File: src/pulse_period_speed_meter_core_macros.svh
// Assertion macros for the pulse period speed meter core.
`ifndef PULSE_PERIOD_SPEED_METER_CORE_MACROS_SVH
`define PULSE_PERIOD_SPEED_METER_CORE_MACROS_SVH

// The condition holds at every clock edge outside reset.
`define PPSM_ASSERT_ALWAYS(label, cond, msg) \
	label: assert property (@(posedge clk) disable iff (!arst_n) (cond)) else $error(msg);

// The consequent holds in the same cycle as the antecedent.
`define PPSM_ASSERT_IMPLY(label, ante, cons, msg) \
	label: assert property (@(posedge clk) disable iff (!arst_n) (ante) |-> (cons)) \
		else $error(msg);

// The consequent holds in the cycle after the antecedent.
`define PPSM_ASSERT_NEXT(label, ante, cons, msg) \
	label: assert property (@(posedge clk) disable iff (!arst_n) (ante) |=> (cons)) \
		else $error(msg);

`endif

File: src/ppsm_pkg.sv
// Shared constants and types of the pulse period speed meter.
package ppsm_pkg;

	// Field and register widths.
	localparam int TIME_W    = 32;
	localparam int SPEED_W   = 32;
	localparam int PER_W     = 16;
	localparam int MAG_W     = 8;
	localparam int THR_W     = 31;
	localparam int CFG_W     = 31;
	localparam int CFG_IDX_W = 2;
	localparam int PHASE_W   = 10;

	// Check interval in ticks and fixed-point scaling.
	localparam int CHECK_PERIOD = 1000;
	localparam int SCALE        = 1000;
	localparam int SCALE_W      = 10;
	localparam int FRAC_W       = 16;
	localparam int MUL_W        = PER_W + SCALE_W;
	localparam int NUM_W        = MUL_W + FRAC_W;
	localparam int NUM_HI_W     = NUM_W - SPEED_W;

	// Shared divider sizing.
	localparam int DVD_W     = SPEED_W;
	localparam int DIV_CNT_W = $clog2(DVD_W + 1);

	// Reset values.
	localparam logic [PER_W-1:0]  PERIMETER_RST = PER_W'(2100);
	localparam logic [MAG_W-1:0]  MAGNET_RST    = MAG_W'(1);
	localparam logic [THR_W-1:0]  THRESHOLD_RST = THR_W'(3000000);
	localparam logic [TIME_W-1:0] LATEST_RST    = TIME_W'(3000000);
	localparam logic [SPEED_W-1:0] SPEED_SAT    = '1;

	// Configuration register indexes.
	localparam logic [CFG_IDX_W-1:0] CFG_PERIMETER = CFG_IDX_W'(0);
	localparam logic [CFG_IDX_W-1:0] CFG_MAGNETS   = CFG_IDX_W'(1);
	localparam logic [CFG_IDX_W-1:0] CFG_THRESHOLD = CFG_IDX_W'(2);

	// Request to the shared divider.
	typedef struct packed {
		logic                 start;
		logic [DIV_CNT_W-1:0] steps;
		logic [TIME_W-1:0]    rem;
		logic [DVD_W-1:0]     dvd;
		logic [TIME_W-1:0]    dsr;
	} div_req_t;

	// Status of the shared divider.
	typedef struct packed {
		logic             busy;
		logic             done;
		logic [DVD_W-1:0] quot;
	} div_rsp_t;

endpackage

File: src/ppsm_div.sv
// Shared restoring divider: one quotient bit per clock cycle.
module ppsm_div (
	input  logic              clk,
	input  logic              arst_n,
	input  ppsm_pkg::div_req_t req,
	output ppsm_pkg::div_rsp_t rsp
);
	import ppsm_pkg::*;

	logic [DIV_CNT_W-1:0] cnt_q;
	logic [TIME_W-1:0]    rem_q;
	logic [DVD_W-1:0]     dvd_q;
	logic [TIME_W-1:0]    dsr_q;
	logic [TIME_W:0]      rem_sh;
	logic [TIME_W:0]      diff;
	logic                 ge;
	logic [TIME_W-1:0]    rem_next;

	// One shift-and-subtract step.
	always_comb begin
		rem_sh   = {rem_q, dvd_q[DVD_W-1]};
		ge       = rem_sh >= {1'b0, dsr_q};
		diff     = rem_sh - {1'b0, dsr_q};
		rem_next = ge ? diff[TIME_W-1:0] : rem_sh[TIME_W-1:0];
	end

	// Step counter.
	always_ff @(posedge clk or negedge arst_n) begin
		if (!arst_n) begin
			cnt_q <= '0;
		end else if (req.start) begin
			cnt_q <= req.steps;
		end else if (cnt_q != '0) begin
			cnt_q <= cnt_q - 1'b1;
		end
	end

	// Remainder, dividend and divisor; quotient bits shift in at the bottom.
	always_ff @(posedge clk) begin
		if (req.start) begin
			rem_q <= req.rem;
			dvd_q <= req.dvd;
			dsr_q <= req.dsr;
		end else if (cnt_q != '0) begin
			rem_q <= rem_next;
			dvd_q <= {dvd_q[DVD_W-2:0], ge};
		end
	end

	assign rsp.busy = cnt_q != '0;
	assign rsp.done = cnt_q == DIV_CNT_W'(1);
	assign rsp.quot = dvd_q;

endmodule

File: src/pulse_period_speed_meter_core.sv
// Top level of the pulse period speed meter: tick sequencer, check logic and outputs.
// A tick without a check, or a check that ends in a stop or a zero-interval or zero-magnet
// saturation, loads the output register when it is free and else waits in the done state.
// A check that computes a speed runs the accept, a divider run for the 16-bit pulse length,
// one multiply, one overflow compare, a divider run for the 32-bit speed, one store, one load.
// An overflowing quotient ends after the compare; reset clears all counters.
`include "pulse_period_speed_meter_core_macros.svh"

module pulse_period_speed_meter_core (
	input  logic                              clk,
	input  logic                              arst_n,
	input  logic                              in_valid,
	output logic                              in_stall,
	input  logic                              edge_seen,
	output logic                              out_valid,
	input  logic                              out_stall,
	output logic [ppsm_pkg::SPEED_W-1:0]      speed_q16,
	output logic                              checked,
	input  logic                              cfg_we,
	input  logic [ppsm_pkg::CFG_IDX_W-1:0]    cfg_idx,
	input  logic [ppsm_pkg::CFG_W-1:0]        cfg_data
);
	import ppsm_pkg::*;

	typedef enum logic [2:0] {
		S_IDLE,
		S_DIV1,
		S_MUL,
		S_CHK,
		S_DIV2,
		S_STORE,
		S_DONE
	} state_t;

	state_t             state_q;
	logic [PER_W-1:0]   per_q;
	logic [MAG_W-1:0]   mag_q;
	logic [THR_W-1:0]   thr_q;
	logic [TIME_W-1:0]  now_q;
	logic [TIME_W-1:0]  last_q;
	logic [TIME_W-1:0]  latest_q;
	logic               pend_q;
	logic [PHASE_W-1:0] phase_q;
	logic [SPEED_W-1:0] speed_val_q;
	logic               chk_res_q;
	logic [TIME_W-1:0]  dt_q;
	logic [MUL_W-1:0]   mul_q;
	logic               out_valid_q;
	logic [SPEED_W-1:0] speed_out_q;
	logic               chk_out_q;

	logic [PHASE_W-1:0]  phase_inc;
	logic                due;
	logic [TIME_W-1:0]   latest_n;
	logic                pend_n;
	logic [TIME_W-1:0]   elapsed;
	logic                stopped;
	logic [TIME_W-1:0]   dt_n;
	logic                quick_sat;
	logic                need_div;
	logic [SPEED_W-1:0]  speed_n;
	logic                accept;
	logic                out_free;
	logic [MUL_W-1:0]    mul_n;
	logic [NUM_W-1:0]    num;
	logic [NUM_HI_W-1:0] num_hi;
	logic                ovf;
	div_req_t            div_req;
	div_rsp_t            div_rsp;

	ppsm_div u_div (
		.clk    (clk),
		.arst_n (arst_n),
		.req    (div_req),
		.rsp    (div_rsp)
	);

	// Tick bookkeeping and the check decision for the beat at the input.
	always_comb begin
		accept    = in_valid && !in_stall;
		out_free  = !out_valid_q || !out_stall;
		phase_inc = phase_q + 1'b1;
		due       = phase_inc >= PHASE_W'(CHECK_PERIOD);
		latest_n  = edge_seen ? now_q : latest_q;
		pend_n    = edge_seen || pend_q;
		elapsed   = now_q - last_q;
		stopped   = elapsed > TIME_W'(thr_q);
		dt_n      = latest_n - last_q;
		quick_sat = (mag_q == '0) || (dt_n == '0);
		need_div  = due && !stopped && pend_n && !quick_sat;
		if (due && stopped) begin
			speed_n = '0;
		end else if (due && pend_n) begin
			speed_n = SPEED_SAT;
		end else begin
			speed_n = speed_val_q;
		end
	end

	// Scaled pulse length and the split of the Q16.16 numerator.
	always_comb begin
		mul_n  = MUL_W'(div_rsp.quot[PER_W-1:0]) * MUL_W'(SCALE);
		num    = {mul_q, FRAC_W'(0)};
		num_hi = num[NUM_W-1:SPEED_W];
		ovf    = TIME_W'(num_hi) >= dt_q;
	end

	// Divider requests: pulse length first, then the speed quotient.
	always_comb begin
		div_req.start = 1'b0;
		div_req.steps = DIV_CNT_W'(SPEED_W);
		div_req.rem   = TIME_W'(num_hi);
		div_req.dvd   = num[SPEED_W-1:0];
		div_req.dsr   = dt_q;
		case (state_q)
			S_IDLE: begin
				if (accept && need_div) begin
					div_req.start = 1'b1;
					div_req.steps = DIV_CNT_W'(PER_W);
					div_req.rem   = '0;
					div_req.dvd   = {per_q, (DVD_W - PER_W)'(0)};
					div_req.dsr   = TIME_W'(mag_q);
				end
			end
			S_CHK: begin
				div_req.start = !ovf;
			end
			default: begin
				div_req.start = 1'b0;
			end
		endcase
	end

	// Configuration registers.
	always_ff @(posedge clk or negedge arst_n) begin
		if (!arst_n) begin
			per_q <= PERIMETER_RST;
			mag_q <= MAGNET_RST;
			thr_q <= THRESHOLD_RST;
		end else if (cfg_we) begin
			case (cfg_idx)
				CFG_PERIMETER: per_q <= cfg_data[PER_W-1:0];
				CFG_MAGNETS:   mag_q <= cfg_data[MAG_W-1:0];
				CFG_THRESHOLD: thr_q <= cfg_data[THR_W-1:0];
				default: begin
				end
			endcase
		end
	end

	// Sequencer, timing state and output register.
	always_ff @(posedge clk or negedge arst_n) begin
		if (!arst_n) begin
			state_q     <= S_IDLE;
			now_q       <= '0;
			last_q      <= '0;
			latest_q    <= LATEST_RST;
			pend_q      <= 1'b0;
			phase_q     <= '0;
			speed_val_q <= '0;
			chk_res_q   <= 1'b0;
			dt_q        <= '0;
			mul_q       <= '0;
			out_valid_q <= 1'b0;
			speed_out_q <= '0;
			chk_out_q   <= 1'b0;
		end else begin
			if (out_valid_q && !out_stall) begin
				out_valid_q <= 1'b0;
			end
			case (state_q)
				S_IDLE: begin
					if (accept) begin
						phase_q     <= due ? '0 : phase_inc;
						now_q       <= now_q + 1'b1;
						latest_q    <= latest_n;
						pend_q      <= pend_n;
						dt_q        <= dt_n;
						speed_val_q <= speed_n;
						chk_res_q   <= due;
						// A due check consumes a pending edge as the new reference.
						if (due && pend_n) begin
							last_q <= latest_n;
							pend_q <= 1'b0;
						end
						if (need_div) begin
							state_q <= S_DIV1;
						end else if (out_free) begin
							out_valid_q <= 1'b1;
							speed_out_q <= speed_n;
							chk_out_q   <= due;
						end else begin
							state_q <= S_DONE;
						end
					end
				end
				S_DIV1: begin
					if (div_rsp.done) begin
						state_q <= S_MUL;
					end
				end
				S_MUL: begin
					mul_q   <= mul_n;
					state_q <= S_CHK;
				end
				S_CHK: begin
					if (ovf) begin
						speed_val_q <= SPEED_SAT;
						state_q     <= S_DONE;
					end else begin
						state_q <= S_DIV2;
					end
				end
				S_DIV2: begin
					if (div_rsp.done) begin
						state_q <= S_STORE;
					end
				end
				S_STORE: begin
					speed_val_q <= div_rsp.quot;
					state_q     <= S_DONE;
				end
				S_DONE: begin
					if (out_free) begin
						out_valid_q <= 1'b1;
						speed_out_q <= speed_val_q;
						chk_out_q   <= chk_res_q;
						state_q     <= S_IDLE;
					end
				end
				default: begin
					state_q <= S_IDLE;
				end
			endcase
		end
	end

	assign in_stall  = state_q != S_IDLE;
	assign out_valid = out_valid_q;
	assign speed_q16 = speed_out_q;
	assign checked   = chk_out_q;

	// Design checks.
	`PPSM_ASSERT_IMPLY(a_div_busy_stalls, div_rsp.busy, in_stall, "input taken while divider runs")
	`PPSM_ASSERT_IMPLY(a_div_start_free, div_req.start, !div_rsp.busy, "divider restarted while busy")
	`PPSM_ASSERT_ALWAYS(a_phase_range, phase_q < PHASE_W'(CHECK_PERIOD), "check phase out of range")
	`PPSM_ASSERT_NEXT(a_ovf_sat, (state_q == S_CHK) && ovf, speed_val_q == SPEED_SAT, "overflow not saturated")

endmodule

File: config.mk
export PLATFORM = sky130hd
export DESIGN_NAME = pulse_period_speed_meter_core
export DESIGN_NICKNAME = d
export VERILOG_FILES = /design/src/ppsm_pkg.sv /design/src/ppsm_div.sv /design/src/pulse_period_speed_meter_core.sv
export VERILOG_INCLUDE_DIRS = /design/src /design/src/src
export SDC_FILE = /design/constraint.sdc
export NUM_CORES = 1
export LEC_CHECK = 0
export ABC_AREA = 1
export BUFFER_PORTS_ARGS = -buffer_cell sky130_fd_sc_hd__buf_2
export CORE_ASPECT_RATIO = 1.25
export CORE_MARGIN = 2
export CORE_UTILIZATION = 45
export CTS_CLUSTER_SIZE = 28
export DETAILED_ROUTE_END_ITERATION = 7
export GPL_TIMING_DRIVEN = 0
export SETUP_SLACK_MARGIN = 0.02
export SLEW_MARGIN = 20
export SYNTH_ARGS = -nofsm -noshare
export SYNTH_HDL_FRONTEND = slang
export SYNTH_SLANG_ARGS = --single-unit
File: constraint.sdc
create_clock -name clk -period 7.1 [get_ports clk]
set_input_delay 1.42 -clock clk [delete_from_list [all_inputs] [get_ports clk]]
set_output_delay 1.42 -clock clk [all_outputs]
set_load 0.01 [all_outputs]
# Word level (Yosys, flattened, before mapping)
# Cells that the tools add are included.
[totals]
reg_bits = 389
elab_cells = 123
[classes]
add_sub_neg = 6
mul = 1
n_lt_le_gt_ge = 4
n_eq_ne = 17
muxes = 41
reduce_logical = 34
[op_table]
columns = ["cell", "count"]
rows = [
  ["$mux W32", 14],
  ["$mux W103", 1],
  ["$mux W102", 1],
  ["$pmux W32 S3", 1],
  ["$sub A32 B32 Y32", 3],
  ["$pmux W32 S2", 1],
  ["$ge A33 B32 Y1", 1],
  ["$add A32 B1 Y32 const B", 1],
  ["$ge A10 B32 Y1", 1],
  ["$gt A32 B31 Y1", 1],
  ["$logic_not A32 Y1", 1],
  ["$mul A16 B7 Y23 const B", 1],
  ["$pmux W3 S7", 1],
  ["$mux W3", 6],
  ["$ne A2 B2 Y1 const B", 7],
  ["$mux W6", 2],
  ["$add A10 B1 Y10 const B", 1],
  ["$ge A10 B10 Y1 const B", 1],
  ["$mux W10", 1],
  ["$reduce_and A5 Y1", 2],
  ["$eq A3 B3 Y1 const B", 3],
  ["$mux W1", 9],
  ["$logic_and A1 B1 Y1", 8],
  ["$logic_not A8 Y1", 1],
  ["18 further kinds", 34],
]

# Depth between registers and ports, before layout
# Gate-level depths: netlist (run 1).
[logic_depth]
depth_word = 10
mapped_depth = 36
mapped_depth_nobuf = 36

# Cells and area by module
# From an unflattened synthesis (run 1), not the netlist that was laid out.
[unflattened]
cells_unflattened = 3861
area_unflattened_um2 = 28303.4
[modules_own_cells]
columns = ["mod", "n_inst", "cells_each", "area_each_um2", "seq_area_each_um2"]
rows = [
  ["pulse_period_speed_meter_core", 1, 2841, 20982.6, 7213.2],
  ["ppsm_div", 1, 1020, 7320.8, 3032.9],
]

# Worst setup path before layout (run 1)
# No wires, ideal clock.
[synth_timing]
path_kind = "in2reg"
from = "in edge_seen"
to = "reg u_div.dvd_q[0], enable pin"
setup_time_ns = 0.424
t_arrival_ns = 5.490
required_time_ns = 6.676
setup_slack_ns = 1.185
path_stages = 23
n_path_buf = 2
path_cell_list = "buf_2 > buf_1 > o21ai_0 > ha_1 > fa_1 > inv_1 > nand3_1 > nand2_1 > nand2_1 > nand2_1 > nand2_1 > nand2_1 > xor2_1 > nor2_2 > inv_2 > nor2_1 > nand3_1 > nor2_4 > nor2_4 > nand2_4 > nand2_4 > inv_2 > nand2_1"
[synth_between]
elab_chain_len = 10
[synth_lines]
columns = ["item", "line", "rtl"]
rows = [
  ["start, declared", "pulse_period_speed_meter_core.sv:14", "input logic edge_seen,"],
  ["$mux W32", "pulse_period_speed_meter_core.sv:84", "latest_n = edge_seen ? now_q : latest_q;"],
  ["$sub A32 B32 Y32", "pulse_period_speed_meter_core.sv:88", "dt_n = latest_n - last_q;"],
  ["$logic_not A32 Y1", "pulse_period_speed_meter_core.sv:89", "quick_sat = (mag_q == '0) || (dt_n == '0);"],
  ["$logic_or A1 B1 Y1", "pulse_period_speed_meter_core.sv:89", ""],
  ["$logic_not A1 Y1", "pulse_period_speed_meter_core.sv:90", "need_div = due && !stopped && pend_n && !quick_sat;"],
  ["$logic_and A1 B1 Y1 (*)", "pulse_period_speed_meter_core.sv:90", ""],
  ["$logic_and A1 B1 Y1 (*)", "pulse_period_speed_meter_core.sv:117", "if (accept && need_div) begin"],
  ["$mux W103 (*)", "pulse_period_speed_meter_core.sv:117", ""],
  ["$pmux W1 S2 (*)", "pulse_period_speed_meter_core.sv:115", "case (state_q)"],
  ["$reduce_bool A2 Y1 (no line) (*)", "-", ""],
  ["end signal, assigned", "ppsm_div.sv:42", "dvd_q <= req.dvd;"],
  ["end signal, assigned", "ppsm_div.sv:46", "dvd_q <= {dvd_q[DVD_W-2:0], ge};"],
  ["end, declared", "ppsm_div.sv:12", "logic [DVD_W-1:0] dvd_q;"],
]
# Every way passes the cells marked *; elsewhere a longest branch is shown, timed or not.
# A chain may end at the register's enable or synchronous reset.

# Worst setup path in the final report (run 1)
[layout_timing]
from = "reg now_q[0]"
to = "reg u_div.rem_q[16], enable pin"
[layout_between]
elab_chain_len = 10
[layout_lines]
columns = ["item", "line", "rtl"]
rows = [
  ["start, declared", "pulse_period_speed_meter_core.sv:39", "logic [TIME_W-1:0] now_q;"],
  ["start signal, assigned", "pulse_period_speed_meter_core.sv:175", "now_q <= now_q + 1'b1;"],
  ["$sub A32 B32 Y32 or $mux W32 (tied branches)", "pulse_period_speed_meter_core.sv:86, pulse_period_speed_meter_core.sv:84", ""],
  ["$gt A32 B31 Y1 or $sub A32 B32 Y32 (tied branches)", "pulse_period_speed_meter_core.sv:87, pulse_period_speed_meter_core.sv:88", ""],
  ["$logic_not A1 Y1 or $logic_not A32 Y1 (tied branches)", "pulse_period_speed_meter_core.sv:90, pulse_period_speed_meter_core.sv:89", ""],
  ["$logic_and A1 B1 Y1 or $logic_or A1 B1 Y1 (tied branches)", "pulse_period_speed_meter_core.sv:90, pulse_period_speed_meter_core.sv:89", ""],
  ["$logic_and A1 B1 Y1 or $logic_not A1 Y1 (tied branches)", "pulse_period_speed_meter_core.sv:90", ""],
  ["$logic_and A1 B1 Y1 (*)", "pulse_period_speed_meter_core.sv:90", ""],
  ["$logic_and A1 B1 Y1 (*)", "pulse_period_speed_meter_core.sv:117", ""],
  ["$mux W103 (*)", "pulse_period_speed_meter_core.sv:117", ""],
  ["$pmux W1 S2 (*)", "pulse_period_speed_meter_core.sv:115", ""],
  ["$reduce_bool A2 Y1 (no line) (*)", "-", ""],
  ["end signal, assigned", "ppsm_div.sv:41", "rem_q <= req.rem;"],
  ["end signal, assigned", "ppsm_div.sv:45", "rem_q <= rem_next;"],
  ["end, declared", "ppsm_div.sv:11", "logic [TIME_W-1:0] rem_q;"],
]
# Marks and branches as above.

==> results.ini, run 1 <==
[global_routing]
met3_usage_pct = 2.72
grt_use_total_pct = 24.6
grt_pass1_vias = 22372
grt_pass1_wl_mm = 120
grt_max_degree = 100
grt_busiest_layer = met2
use_met2_pct = 45.1
grt_antenna_before_repair = 0
grt_overflow = 0
gr-usage-met1_pct = 28.3

[synth]
ys_warn_count = 0
synth_commonest_cells = nand2_1 (1,087), inv_1 (459), o21ai_0 (276)
ys_types = 56
synth_top_area_cell = dfrtp_1
synth.most_common_cell = nand2_1
syn_inst = 3471
ys_seq_area_share_pct = 38.2
async_reset_ff_share_pct = 75.3
syn_area_per_cell_sq_um = 7.72
synthTopCellsByArea = dfrtp_1 (25%), nand2_1 (15%), edfxtp_1 (11%)
synth_nets = 3760
synth_edf_count = 96
synth_area_sq_mm = 0.0268
synth_top_area_share_pct = 25.0
ys.flop_type = dfrtp_1
ys_seq_elements = 389

[clock_network]
cts-root-buf = clkbuf_16
cts_sinks = 389
clk_latency_ps = 580
cts_htree_levels = 2
cts_resized = 0
cts_max_path_buffers = 3
cts_tree = done
clk_pin_slew_ps = 60
cts_buffers = 43
cts_setup_buffers = 0
postCtsHoldBufs = 0

[sta]
worst_slack_ps = 722
rsz0062_at_grt = false
fin_crit_sh_pct = 89.8
finalClockSkew_ps = 22.9
final_hold_viol_count = 0
worst_slew_margin_rel_pct = 46.0
worst_pin_slew_ps = 807
max_freq_mhz = 157
drv_slew = 0
finalSetupViolCount = 0
timing.final.crit_period_ps = 6380
whs_ps = 471

[worst_setup_path]
start_kind = flip-flop
worstReg2RegStart = now_q[0]
startpoint = now_q[0]
worst-path-max-fanout = 34
crit_path_end_kind = flip-flop
cp.arrival_ps = 6640
crit_required_ps = 7370
crit_type = flip-flop to flip-flop

[flow_run]
cap_violations = 0

[power]
swShare_pct = 23.9
p_seq_share_pct = 49.3
p_int_uw = 3690
p_sw_uw = 1160
p_comb_share_pct = 5.2
powerDensity_mw_per_mm2 = 164
p_leak_uw = 0.0155
ir_drop_mv = 0.195
clock_power_share_pct = 45.5

[drt]
ant_nets = 0
wl_per_cell_um = 17.0
drt_iter0_drc = 1344
drt-pass1-iter-count = 6
drc = 0
viasPerCell = 5.12
via_count = 22487
routed_wl_mm = 74.6

[die]
die-area_sq_mm = 0.0615
die_h_um = 277
rows = 100
core_sq_mm = 0.0592
ios = 74
initial_utilization_pct = 45.3
die_w_um = 222

[placed_design]
placed_area_sq_mm = 0.0282
port_buffers = 73
place_inst = 4313
dpl.hpwl_mm = 60.2
place_congestion = 0.941
dp_slack_ps = 639

[worst_hold_path]
holdCritStartpoint = speed_q16[20]
hold_path_class = flip-flop to flip-flop

[finish]
layout.cells.non_filler = 4391
num_antenna_cells = 0
drive_above_1_share_pct = 8.27
area_growth_pct = 10.5
nFillCells = 5866
fin_nets = 3882
design_area_sq_mm = 0.0296

[status]
status = finished clean

## flip-flops by register name (all words and copies together), names as in the netlist, 32 cells and up
register	cells
u_div.rem_q	32
u_div.dsr_q	32
speed_q16	32
dt_q	32
speed_val_q	32
last_q	32
latest_q	32
u_div.dvd_q	32
now_q	32
## final timing paths
kind,endpoint,slack [ps],cells past startpoint
max reg2reg,u_div.rem_q[16],720,27
max,u_div.rem_q[16],720,27
min,speed_q16[20],470,2
min reg2reg,speed_q16[20],470,2
min in group asynchronous,speed_q16[16],840,1
max in group asynchronous,last_q[28],5150,3
## final cells by class
type	instances	area, sq um	share of cell area (%)
multi-input combinational	2500	14300	48.2
sequential	389	10200	34.6
inverter	485	1820	6.15
clock buffer	61	1210	4.10
tap	765	957	3.23
timing repair buffer	77	478	1.61
buffer	97	458	1.55
clock inverter	17	148	0.499
## critical path, cell delays in order (launching register included)
cell,delay (ps)
dfrtp_1,380
inv_1,170
ha_1,180
inv_1,60
fa_1,390
nand3_1,90
nand2_1,110
a21oi_1,310
inv_1,110
nand2_1,80
nand2_1,100
a21boi_0,360
nor2_1,130
a21oi_1,260
o21ai_0,170
xor2_1,520
ha_1,210
inv_1,50
nor3_1,440
nand4_1,390
nand2_1,280
nand3_2,110
nor2_4,200
nand2_4,120
nand2_4,90
inv_2,110
nand2_4,370
buf_12,280
## power groups by stage
stage | Sequential, uW | Combinational (uW) | Clock [uW]
floorplan | 2400 | 149 | 0
global placement | 2430 | 244 | 0
detailed placement | 2430 | 255 | 0
CTS | 2390 | 257 | 2260
global route | 2390 | 293 | 2340
finish | 2390 | 252 | 2210
## kinds of logic after synthesis
group / count (synthesis) / share of synthesized area (%)
AND/OR/NAND/NOR: 1558 / 24.0
buffers and inverters: 582 / 8.50
XOR/XNOR: 117 / 3.82
AO/OA/AOI/OAI: 575 / 12.1
flip-flops: 389 / 38.2
adder cells (fa/ha/maj): 250 / 13.3
## cell usage in the layout (no fill, tap or decap), drive strengths merged, types with 31 or more instances in the layout
master	n
edfxtp	96
o211ai	31
o21ai	280
nor2	239
a21oi	168
o22ai	33
buf	111
fa	57
inv	486
nand3	102
nand4	43
nor3	40
xnor2	48
xor2	69
dfrtp	268
ha	193
clkbuf	124
nand2	1099
## metrics by stage
| step | util (%) | total power [uW] | setup TNS (ps) |
|---|---|---|---|
| floorplan | - | 2550 | 0 |
| global placement | 47.5 | 2680 | -366130 |
| detailed placement | 47.7 | 2690 | 0 |
| CTS | 50.0 | 4900 | 0 |
| global route | 50.0 | 5030 | 0 |
| finish | 50.0 | 4850 | 0 |
## routing by layer
layer	share of wire, %	vias up
li1	-	11455
met1	41	10502
met2	51	375
met3	2.7	155
met4	5.7	0
met5	0	-
Note: power is estimated with default switching activity, not from simulation.
==> run 2, diff against run 1 <==
SYNTH_HIERARCHICAL = 1   (was default)
==> results.ini, run 2 <==
[global_routing]
grt_max_degree = 99
grt_antenna_before_repair = 0
grt_pass1_vias = 24664
grt_overflow = 0
grt_pass1_wl_mm = 132
grt_use_total_pct = 25.8

[clock_network]
cts_buffers = 44
cts_tree = done
cts-root-buf = clkbuf_16
cts_sinks = 389
clk_pin_slew_ps = 60
cts_max_path_buffers = 3
cts_htree_levels = 2
clk_latency_ps = 600

[synth]
syn_area_per_cell_sq_um = 7.33
ys_seq_elements = 389
synth_top_area_share_pct = 23.7
syn_inst = 3861
ys_seq_area_share_pct = 36.2
ys_types = 57
synthTopCellsByArea = dfrtp_1 (24%), nand2_1 (17%), edfxtp_1 (10%)
ys.flop_type = dfrtp_1
synth_edf_count = 96
synth_commonest_cells = nand2_1 (1,290), inv_1 (571), dfrtp_1 (268)
ys_warn_count = 6
synth_area_sq_mm = 0.0283
synth_top_area_cell = dfrtp_1
synth.most_common_cell = nand2_1
async_reset_ff_share_pct = 75.3

[placed_design]
dp_slack_ps = -1330
place_congestion = 0.963
dpl.hpwl_mm = 67.3
place_inst = 4812
port_buffers = 73

[sta]
setup_tns_ps = 0
worst_pin_slew_ps = 921
finalClockSkew_ps = 25.9
fin_crit_sh_pct = 93.8
timing.final.crit_period_ps = 6660
max_freq_mhz = 150
worst_slew_margin_rel_pct = 38.6
worst_slack_ps = 437
drv_slew = 0
rsz0062_at_grt = false
final_hold_viol_count = 0
finalSetupViolCount = 0

[worst_setup_path]
start_kind = flip-flop
worstReg2RegStart = now_q[0]
endpoint = u_div/dvd_q[12]
crit_type = flip-flop to flip-flop
crit_path_frequent_cell = nand2_1
crit_path_end_kind = flip-flop
r2r_slack_ps = 440
max_stage_delay_ps = 450
startpoint = now_q[0]
slowest_stage = o21ai_0
cp.arrival_ps = 7010
r2r_cells = 35
reg2reg_to = u_div/dvd_q[12]
crit_required_ps = 7450
worst-path-max-fanout = 21

[finish]
drive_above_1_share_pct = 7.65
layout_commonest_cell = nand2_1
final_cell_mix = nand2_1 (1,289), inv_1 (570), dfrtp_1 (268), o21ai_0 (237), nor2_1 (211)
nFillCells = 6342
fin_nets = 4321
area_growth_pct = 11.6
layout.cells.non_filler = 4901

[die]
ios = 74
die-area_sq_mm = 0.0649
die_h_um = 284
initial_utilization_pct = 45.6
die_w_um = 228
core_sq_mm = 0.0620
rows = 102

[drt]
drt_iter0_drc = 1309
wl_per_cell_um = 16.9
viasPerCell = 5.03
ant_nets = 0
drt-pass1-iter-count = 5
via_count = 24663
drc = 0
routed_wl_mm = 82.9

[status]
status = finished clean

[flow_run]
cap_violations = 0

[worst_hold_path]
hold_path_class = flip-flop to flip-flop

[run 2: cell types whose count changed in the layout (fill, tap and decap cells not counted), sizes merged, moves of 30 or more]
cell and delta:
nand2 +208, nand3 +116, inv +97, conb +42, o21ai -33, or2 +30
[run 2: cell families after synthesis]
group	after synthesis	share of synthesized area (%)
AO/OA/AOI/OAI	515	9.91
XOR/XNOR	103	3.19
adder cells (fa/ha/maj)	250	12.6
buffers and inverters	691	9.49
flip-flops	389	36.2
other	1	0.0132
AND/OR/NAND/NOR	1912	28.6
[run 2: repair_timing]
item | in CTS | in global routing
cloned | 0 | 2
setup buffers | 4 | 2
pin swaps | 1 | 3
setup endpoints to repair | 134 | 134
gates resized for setup | 8 | 5
hold buffers | 0 | 0
[run 2: worst max-delay path, delay by kind of cell, from the launching register on]
kind	cells	cell delay, ps
xor gates and xnor gates	1	280
and+or+nand+nor	17	2030
DFF	1	400
buffers and inverters	5	930
adders and majority gates	3	700
AOI/OAI and AO/OA	9	2040
[run 2: worst min-delay path by stage]
stage                             from           end  slack, ps  cells past startpoint
final                     speed_q16[7]  speed_q16[7]        470                      2
after floorplan               mul_q[5]      mul_q[5]        440                      2
after global placement        mul_q[5]      mul_q[5]        460                      2
after CTS                     mul_q[7]      mul_q[7]        480                      2
after detailed placement   latest_q[0]   latest_q[0]        460                      2
after global routing       latest_q[1]   latest_q[1]        500                      2
[run 2: layer usage]
layer	global-route usage [%]	part of all wire, %
met5	0	0
met4	13.8	6.0
met3	2.39	3.0
met2	46.6	50
met1	30.2	41
[run 2: metrics by stage]
step	cell area [sq um]	utilization [%]	hold WS, ps
floorplan	28500	-	442
global placement	29900	48.2	456
detailed placement	30000	48.4	461
CTS	31500	50.8	477
global route	31600	50.9	502
finish	31600	50.9	472
[run 2: area by class of cell]
type | count | area (sq um) | share of cell area, %
Multi-Input combinational cell | 2824 | 15600 | 49.3
Sequential cell | 389 | 10200 | 32.4
Inverter | 580 | 2180 | 6.91
Clock buffer | 63 | 1320 | 4.17
Tap cell | 832 | 1040 | 3.30
Timing Repair Buffer | 84 | 543 | 1.72
Buffer | 109 | 504 | 1.60
Clock inverter | 19 | 166 | 0.527
Antenna cell | 1 | 2.50 | 0.00792
Power of run 2 is left out: the tool's default activity adds up to more than one toggle a clock period on the data nets, which glitch-free logic cannot reach.
